`src/sv/dpfa_pkg.sv`:
```
`timescale 1ns / 1ps
// shared types and constants of the demand page frame allocator
package dpfa_pkg;

    localparam int unsigned ADDR_W     = 15;
    localparam int unsigned PID_W      = 5;
    localparam int unsigned GROUP_SIZE = 16;
    localparam int unsigned GROUP_W    = 4;

    localparam logic        CMD_ACCESS    = 1'b0;
    localparam logic        CMD_TERMINATE = 1'b1;

    localparam logic [23:0] COST_HIT_WRITE = 24'd5000005;
    localparam logic [23:0] COST_HIT_READ  = 24'd5000010;
    localparam logic [23:0] COST_FAULT     = 24'd14001053;
    localparam logic [23:0] COST_NONE      = 24'd0;

    typedef enum logic [3:0] {
        ST_CLEAR,
        ST_IDLE,
        ST_DIV,
        ST_MOD,
        ST_LOOK,
        ST_CHECK,
        ST_SRCH_GRP,
        ST_SRCH_FRM,
        ST_RESP,
        ST_TERM_RD,
        ST_TERM_FREE
    } state_t;

    typedef enum logic [1:0] {
        RES_ZERO,
        RES_HIT,
        RES_FAULT_MAP,
        RES_FAULT_FULL
    } res_kind_t;

    typedef enum logic {
        RD_LOOKUP,
        RD_WALK
    } rd_sel_t;

    typedef enum logic [1:0] {
        WR_CLEAR,
        WR_WALK,
        WR_MAP
    } wr_sel_t;

    typedef struct packed {
        logic      capture;
        logic      rd_en;
        rd_sel_t   rd_sel;
        logic      wr_en;
        wr_sel_t   wr_sel;
        logic      cnt_rst;
        logic      cnt_inc;
        logic      fault_inc;
        logic      grp_latch;
        logic      frame_alloc;
        logic      frame_free;
        logic      set_res;
        res_kind_t res_kind;
        logic      push;
    } dp_cmd_t;

    typedef struct packed {
        logic proc_ok;
        logic term;
        logic hit;
        logic grp_found;
        logic clr_last;
        logic walk_last;
        logic out_free;
    } dp_stat_t;

endpackage

```
`src/sv/dpfa_ctrl.sv`:
```
`timescale 1ns / 1ps
// sequencing state machine of the frame allocator
module dpfa_ctrl
    import dpfa_pkg::*;
(
    input  logic     clk,
    input  logic     rst_n,
    input  logic     in_valid,
    output logic     in_ready,
    input  dp_stat_t stat,
    output dp_cmd_t  cmd
);

    state_t state_reg;
    state_t state_next;

    always_ff @(posedge clk or negedge rst_n)
    begin
        if (!rst_n)
        begin
            state_reg <= ST_CLEAR;
        end
        else
        begin
            state_reg <= state_next;
        end
    end

    always_comb
    begin
        state_next = state_reg;
        cmd        = '0;
        in_ready   = 1'b0;
        case (state_reg)
            ST_CLEAR:
            begin
                cmd.wr_en  = 1'b1;
                cmd.wr_sel = WR_CLEAR;
                if (stat.clr_last)
                begin
                    cmd.cnt_rst = 1'b1;
                    state_next  = ST_IDLE;
                end
                else
                begin
                    cmd.cnt_inc = 1'b1;
                end
            end
            ST_IDLE:
            begin
                in_ready = 1'b1;
                if (in_valid)
                begin
                    cmd.capture = 1'b1;
                    state_next  = ST_DIV;
                end
            end
            ST_DIV:
            begin
                if (!stat.proc_ok)
                begin
                    cmd.set_res  = 1'b1;
                    cmd.res_kind = RES_ZERO;
                    state_next   = ST_RESP;
                end
                else if (stat.term)
                begin
                    cmd.cnt_rst = 1'b1;
                    state_next  = ST_TERM_RD;
                end
                else
                begin
                    state_next = ST_MOD;
                end
            end
            ST_MOD:
            begin
                state_next = ST_LOOK;
            end
            ST_LOOK:
            begin
                cmd.rd_en  = 1'b1;
                cmd.rd_sel = RD_LOOKUP;
                state_next = ST_CHECK;
            end
            ST_CHECK:
            begin
                if (stat.hit)
                begin
                    cmd.set_res  = 1'b1;
                    cmd.res_kind = RES_HIT;
                    state_next   = ST_RESP;
                end
                else
                begin
                    cmd.fault_inc = 1'b1;
                    state_next    = ST_SRCH_GRP;
                end
            end
            ST_SRCH_GRP:
            begin
                cmd.grp_latch = 1'b1;
                state_next    = ST_SRCH_FRM;
            end
            ST_SRCH_FRM:
            begin
                cmd.set_res = 1'b1;
                if (stat.grp_found)
                begin
                    cmd.frame_alloc = 1'b1;
                    cmd.wr_en       = 1'b1;
                    cmd.wr_sel      = WR_MAP;
                    cmd.res_kind    = RES_FAULT_MAP;
                end
                else
                begin
                    cmd.res_kind = RES_FAULT_FULL;
                end
                state_next = ST_RESP;
            end
            ST_RESP:
            begin
                if (stat.out_free)
                begin
                    cmd.push   = 1'b1;
                    state_next = ST_IDLE;
                end
            end
            ST_TERM_RD:
            begin
                cmd.rd_en  = 1'b1;
                cmd.rd_sel = RD_WALK;
                state_next = ST_TERM_FREE;
            end
            ST_TERM_FREE:
            begin
                cmd.wr_en  = 1'b1;
                cmd.wr_sel = WR_WALK;
                if (stat.hit)
                begin
                    cmd.frame_free = 1'b1;
                end
                if (stat.walk_last)
                begin
                    cmd.set_res  = 1'b1;
                    cmd.res_kind = RES_ZERO;
                    state_next   = ST_RESP;
                end
                else
                begin
                    cmd.cnt_inc = 1'b1;
                    state_next  = ST_TERM_RD;
                end
            end
            default:
            begin
                state_next = ST_IDLE;
            end
        endcase
    end

endmodule

```
`config.mk`:
```
export PLATFORM = sky130hd
export DESIGN_NAME = dpfa_ctrl
export DESIGN_NICKNAME = d
export VERILOG_FILES = /design/src/sv/dpfa_pkg.sv /design/src/sv/dpfa_ctrl.sv
export SDC_FILE = /design/constraint.sdc
export NUM_CORES = 1
export LEC_CHECK = 0
export BUFFER_PORTS_ARGS = -buffer_cell sky130_fd_sc_hd__buf_2
export CORE_AREA = 3 3 42 44
export DETAILED_ROUTE_END_ITERATION = 7
export DIE_AREA = 0 0 45 47
export PLACE_DENSITY = 0.69
export SLEW_MARGIN = 30
export SYNTH_ARGS = -nofsm -noshare
export SYNTH_HDL_FRONTEND = slang
export SYNTH_SLANG_ARGS = --single-unit
```
`constraint.sdc`:
```
create_clock -name clk -period 2.2 [get_ports clk]
set_input_delay 0.33 -clock clk [delete_from_list [all_inputs] [get_ports clk]]
set_output_delay 0.33 -clock clk [all_outputs]
set_load 0.02 [all_outputs]
```
==> results of run 1 <==
-- per-layer routing --
| layer | GRT usage | wire (um) | up-vias |
|---|---|---|---|
| li1 | - | - | 306 |
| met1 | 0.194 | 590 | 290 |
| met2 | 0.260 | 754 | 18 |
| met3 | 0.0268 | 81 | 0 |
| met4 | 0.0526 | 0 | 0 |
| met5 | 0 | 0 | - |
-- worst paths after layout --
path	start	end	slack [ns]
max	state_reg[2]	cmd[3]	0.21
min	in_valid	state_reg[1]	0.39
max reg2reg	state_reg[3]	state_reg[0]	0.75
min reg2reg	state_reg[0]	state_reg[1]	0.80
max in group asynchronous	rst_n	state_reg[0]	1.64
min in group asynchronous	rst_n	state_reg[3]	0.43
-- timing repair --
action,CTS,global route
hold endpoints to repair,4,0
gates resized for setup,0,1
setup endpoints to repair,0,2
hold buffers,1,0
-- critical path: cells and delay by family, from the launching register on --
kind | cells | cell delay (ns)
compound gates | 1 | 0.06
buf+inv | 1 | 0.22
flops | 1 | 0.71
simple gates | 2 | 0.43
-- synth_stat cells, types with 2 or more instances --
| master | count |
|---|---|
| nor4_1 | 3 |
| o21ai_0 | 3 |
| nor3_1 | 4 |
| dfrtp_1 | 4 |
| a21oi_1 | 4 |
| a22oi_1 | 2 |
| buf_4 | 2 |
| nor3b_2 | 2 |
| and2_1 | 3 |
| buf_6 | 5 |
| nand2b_1 | 5 |
| nor2b_1 | 6 |
| nor2_1 | 7 |
| a21o_1 | 2 |
| nand2_1 | 2 |
-- power by group through the flow --
stage,sequential [mW],combinational (mW),clock (mW)
global placement,0.251,0.628,0
detailed placement,0.258,0.634,0
floorplan,0.143,0.655,0
CTS,0.258,0.638,0.0921
finish,0.257,0.631,0.0913
global route,0.276,0.695,0.103
-- cell families after synthesis --
logic type             after synthesis  share of synthesized area
AOI/OAI and AO/OA                   19                      0.247
DFF                                  4                      0.174
buffers and inverters                8                      0.130
and+or+nand+nor                     38                      0.430
muxes                                1                     0.0195
-- area by class of cell --
cell class              instances  share of cell area
clock buffers                   3              0.0320
multi-input cells              58               0.570
inverters                       1             0.00533
repair buffers                 29               0.220
well taps                      16              0.0284
flip-flops and latches          4               0.144
-- through the flow --
stage                     instance area (um^2)  instances
after floorplan                            577         70
after global placement                     671        107
after detailed placement                   671        107
after CTS                                  703        111
after global routing                       704        111
final                                      704        111
==> summary.md, run 1 <==
| Metric | Value |
|---|---|
| Outcome | `finished clean` |
| Sequential share of power | `0.263` |
| Class of the worst hold path | `in -> reg` |
| Share of the synthesized area in the top cell type | `0.174` |
| Gate Count Post-Synth | `70` |
| Setup TNS | `0 ns` |
| # IOs | `27` |
| Clock Sink Count | `4` |
| Row count | `14` |
| Area Growth Syn to Fin | `22.1%` |
| H-tree Lvls | `1` |
| Setup violations, final | `0` |
| Clock Pin Slew Worst Setup and Hold Paths | `0.04 ns` |
| Leak | `0.339 nW` |
| Comb power frac | `0.644` |
| RSZ-0062 raised after global routing | `false` |
| Final wirelength | `1430 um` |
| Clock power share | `0.093` |
| Port Buffers | `26` |
| Total track usage | `0.153` |
| CTS root buffer | `clkbuf_4` |
| Synth top area cells | `dfrtp_1 17%, buf_6 9.8%, nor2b_1 6.5%, nand2b_1 5.4%, nor2_1 4.6%` |
| FF+latch count, synth | `4` |
| Worst slew pin tran | `0.594 ns` |
| Clock skew | `0.00179 ns` |
| Final worst path period share | `0.904` |
| FF+latch area | `101 um^2` |
| Die X | `45 um` |
| Post-synthesis sequential area ratio | `0.174` |
| Cell variety after synth | `31` |
| Ys flop type | `dfrtp_1` |
| 1st-pass router iterations | `4` |
| Starting Density | `0.392` |
| Syn nets | `80` |
| Worst vdd ir | `0.609 mV` |
| Yosys warns | `0` |
| DRT iter0 DRCs | `10` |
| # DRC | `0` |
| Max FFs per register | `4` |
| Synth async-reset ratio | `1.00` |
| Hold Slack | `0.389 ns` |
| Final Hold Fails | `0` |
| Die area | `0.00212 mm^2` |
| FMAX | `0.503 GHz` |
| Clock Tree Buf Depth | `2` |
| Post-Syn Area | `577 um^2` |
| CP max FO | `17` |
| Final HPWL from detailed placement | `1120 um` |
| First-pass GRT wire length | `2420 um` |
| Max Slew Vio Count | `0` |
| Initial antenna violation count | `0` |
| Nets@finish | `107` |
| Worst skew pair latency | `0.23 ns` |
| Cell-internal power | `452 uW` |
| Arrival time at the worst endpoint | `1.66 ns` |
| P_sw | `527 uW` |
| Slowest stage cell, crit path | `dfrtp_1` |
| Post-CTS setup buffer count | `0` |
| Switching Share | `0.538` |
| Number of inserted diodes | `0` |
| WS Path Type | `reg -> out` |
| TritonCTS buffer count | `3` |
| Largest net degree at the start of global routing | `19` |
| Global route total overflow | `0` |
| WL per Instance | `12.8 um` |
| Max-slew headroom at the worst pin | `0.604` |
| Commonest cells after routing, fill and taps aside | `26 x buf_2, 7 x nor2_1, 6 x nor2b_1` |
| Final worst setup slack | `0.212 ns` |
| Fillers | `150` |
| Power Dens Cells | `1390 mW/mm^2` |
| Fin util | `0.479` |
| DRT antenna net count | `0` |
| Reg2Reg Depth | `3` |
| Syn avg cell area | `8.24 um^2` |
| Crit path required time | `1.87 ns` |
| Core ar. | `0.00147 mm^2` |
| WHS Path Cells | `3` |
| Startpoint types | `flop` |
| Vias in the first global route | `531` |
| Leading cell type in the layout, fill and taps excluded | `buf_2` |
| Share of cells above drive strength 1 | `0.453` |
| Tot Pwr | `980 uW` |
| TritonCTS clock tree | `built` |
| CP Capture Type | `output port` |
| Post-synth EDFFs | `0` |
| Multi-input gate area | `402 um^2` |
| Max incr delay on CP | `0.71 ns` |
| Die Y | `47 um` |
| Crit path cell chain | `nand2b_4, or2_4, o41ai_2, buf_2` |
| Tmin final | `1.99 ns` |
| Setup WS pre-CTS | `0.359 ns` |
| Vias | `614` |
| Placer Congestion | `0.791` |
| Largest area contributor in the synthesized netlist | `dfrtp_1` |
| Max Cap Violations | `0` |
| Via density | `5.53` |
(Power assumes the default switching activity.)
==> inputs of run 2 (changes only) <==
--- a/config.mk
+++ b/config.mk
@@ -10,6 +10,7 @@
 export DETAILED_ROUTE_END_ITERATION = 7
 export DIE_AREA = 0 0 45 47
 export PLACE_DENSITY = 0.69
+export RECOVER_POWER = 100
 export SLEW_MARGIN = 30
 export SYNTH_ARGS = -nofsm -noshare
 export SYNTH_HDL_FRONTEND = slang
==> run 2 against run 1 <==
Against the previous run:
- power down 2.8%
- largest cell class unchanged
- critical path depth unchanged
- sequential power about the same
- register-to-register slack worse by 0.14 ns
- routed wire length up 1.6%
- cell count unchanged
==> summary.md, run 2 (synthesis gave the netlist of run 1 again) <==
| Metric | Value |
|---|---|
| Outcome | `finished clean` |
| Clock power share | `0.096 (+0.003)` |
| Arrival time at the worst endpoint | `1.71 ns (+0.05 ns)` |
| Crit path max-delay family | `flip-flops` |
| Die area | `0.00212 mm^2 (unchanged)` |
| Max Cap Violations | `0 (unchanged)` |
| Worst vdd ir | `0.605 mV (-0.62%)` |
| TritonCTS clock tree | `built` |
| CTS root buffer | `clkbuf_4` |
| 1st-pass router iterations | `4 (unchanged)` |
| Vias | `618 (+0.65%)` |
| Nets@finish | `107 (unchanged)` |
| Leak | `0.267 nW (-21%)` |
| Max-slew headroom at the worst pin | `0.605 (+0.000701)` |
| Sequential share of power | `0.267 (+0.004)` |
| Switching Share | `0.552 (+0.0141)` |
| Max FFs per register | `4 (unchanged)` |
| Share of cells above drive strength 1 | `0.253 (-0.200)` |
| Clock Pin Slew Worst Setup and Hold Paths | `0.04 ns (about the same)` |
| Commonest cells after routing, fill and taps aside | `17 x clkbuf_1, 9 x buf_2, 7 x nor2_1` |
| # DRC | `0 (unchanged)` |
| Multi-input gate area | `390 um^2 (-2.8%)` |
| Max incr delay on CP | `0.71 ns (about the same)` |
| TritonCTS buffer count | `3 (unchanged)` |
| P_sw | `526 uW (-0.29%)` |
| Worst slew pin tran | `0.593 ns (-0.00105 ns)` |
| First-pass GRT wire length | `2420 um (unchanged)` |
| Crit path required time | `1.87 ns (about the same)` |
| Leading cell type in the layout, fill and taps excluded | `clkbuf_1` |
| Max Slew Vio Count | `0 (unchanged)` |
| Startpoint types | `flop` |
| Placer Congestion | `0.791 (unchanged)` |
| WL per Instance | `13.1 um (+1.6%)` |
| Fillers | `160 (+6.7%)` |
| Worst skew pair latency | `0.23 ns (about the same)` |
| WS Path Type | `reg -> out` |
| Crit path cell chain | `nand2b_4, or2_4, a21oi_2, clkbuf_1` |
| Row count | `14 (unchanged)` |
| Buf/Inv on CP | `1 (unchanged)` |
| Post-CTS setup buffer count | `0 (unchanged)` |
| Vias in the first global route | `531 (unchanged)` |
| RSZ-0062 raised after global routing | `false` |
| Largest net degree at the start of global routing | `19 (unchanged)` |
| Final worst path period share | `0.928 (+0.0238)` |
| Fin util | `0.457 (-0.0221)` |
| CP Capture Type | `output port` |
| Total track usage | `0.153 (unchanged)` |
| Clock skew | `0.00154 ns (-0.000252 ns)` |
| Die Y | `47 um (unchanged)` |
| H-tree Lvls | `1 (unchanged)` |
| Power Dens Cells | `1420 mW/mm^2 (+1.9%)` |
| Global route total overflow | `0 (unchanged)` |
| CP max FO | `17 (unchanged)` |
| Final wirelength | `1450 um (+1.6%)` |
| # IOs | `27 (unchanged)` |
| Die X | `45 um (unchanged)` |
| FF+latch area | `101 um^2 (unchanged)` |
| Number of inserted diodes | `0 (unchanged)` |
| Tot Pwr | `952 uW (-2.8%)` |
| Via density | `5.57 (+0.65%)` |
| Comb power frac | `0.637 (-0.007)` |
| Final Hold Fails | `0 (unchanged)` |
| DRT iter0 DRCs | `10 (unchanged)` |
| Core ar. | `0.00147 mm^2 (unchanged)` |
| Port Buffers | `26 (unchanged)` |
| Clock Tree Buf Depth | `2 (unchanged)` |
| Area Growth Syn to Fin | `16.5%` |
| Clock Sink Count | `4 (unchanged)` |
| Cell-internal power | `426 uW (-5.8%)` |
| Starting Density | `0.392 (unchanged)` |
| Tmin final | `2.04 ns (+0.0524 ns)` |
| Initial antenna violation count | `0 (unchanged)` |
| DRT antenna net count | `0 (unchanged)` |
| Setup TNS | `0 ns (unchanged)` |
| Setup violations, final | `0 (unchanged)` |
| Class of the worst hold path | `in -> reg` |
| Slowest stage cell, crit path | `dfrtp_1` |
| Final HPWL from detailed placement | `1120 um (unchanged)` |
| FMAX | `0.490 GHz (-2.6%)` |
## run 2: changes by cell type in the layout (fill, tap and decap cells not counted)
cell	before	now
nor4_2	1	0
nor3b_2	2	1
buf_2	26	9
nor4_1	3	4
nor3b_1	0	1
clkbuf_1	0	17
## run 2: worst min-delay path, delay by kind of cell
family / cells / cell delay [ns]
compound gates: 1 / 0.06
buf+inv: 2 / 0.19
## run 2: final cells by class
class,instances,share of cell area
tap,16,0.0298
sequential,4,0.151
clock buffer,3,0.0335
inverter,1,0.00559
timing repair buffer,29,0.199
multi-input combinational,58,0.581
## run 2: layer usage
metal	up-vias	share of wire	GRT usage
li1	308	-	-
met1	292	0.43	0.194
met2	18	0.51	0.260
met3	0	0.064	0.0268
met4	0	0	0.0526
met5	-	0	0
## run 2: metrics by stage
stage	instance area, um^2	worst slack (ns)	instances	hold slack [ns]
3_5_place_dp	671	0.359	107	0.138
6_report	672	0.159	111	0.390
5_1_grt	672	0.0584	111	0.397
3_3_place_gp	671	0.379	107	0.135
2_1_floorplan	577	0.434	70	0.0344
4_1_cts	703	0.100	111	0.387
## run 2: worst paths after layout
kind,from,end,slack (ns),cells past startpoint
setup / recovery,state_reg[2],cmd[1],0.16,4
hold / removal,in_valid,state_reg[1],0.39,3
setup reg to reg,state_reg[3],state_reg[0],0.61,3
hold reg to reg,state_reg[0],state_reg[1],0.79,3
max in group asynchronous,rst_n,state_reg[0],1.55,2
min in group asynchronous,rst_n,state_reg[3],0.46,2
## run 2: power by group through the flow
stage,Clock [mW],Sequential (mW),Combinational (mW)
3_5_place_dp,0,0.258,0.634
6_report,0.0911,0.254,0.607
2_1_floorplan,0,0.143,0.655
4_1_cts,0.0921,0.258,0.638
3_3_place_gp,0,0.251,0.628
5_1_grt,0.103,0.268,0.670
## run 2: timing repair
action | 4_1_cts | 5_1_grt
endpoints found under the setup margin | 0 | 2
resized for setup | 0 | 1
hold endpoints to repair | 4 | 0
hold buffers | 1 | 0
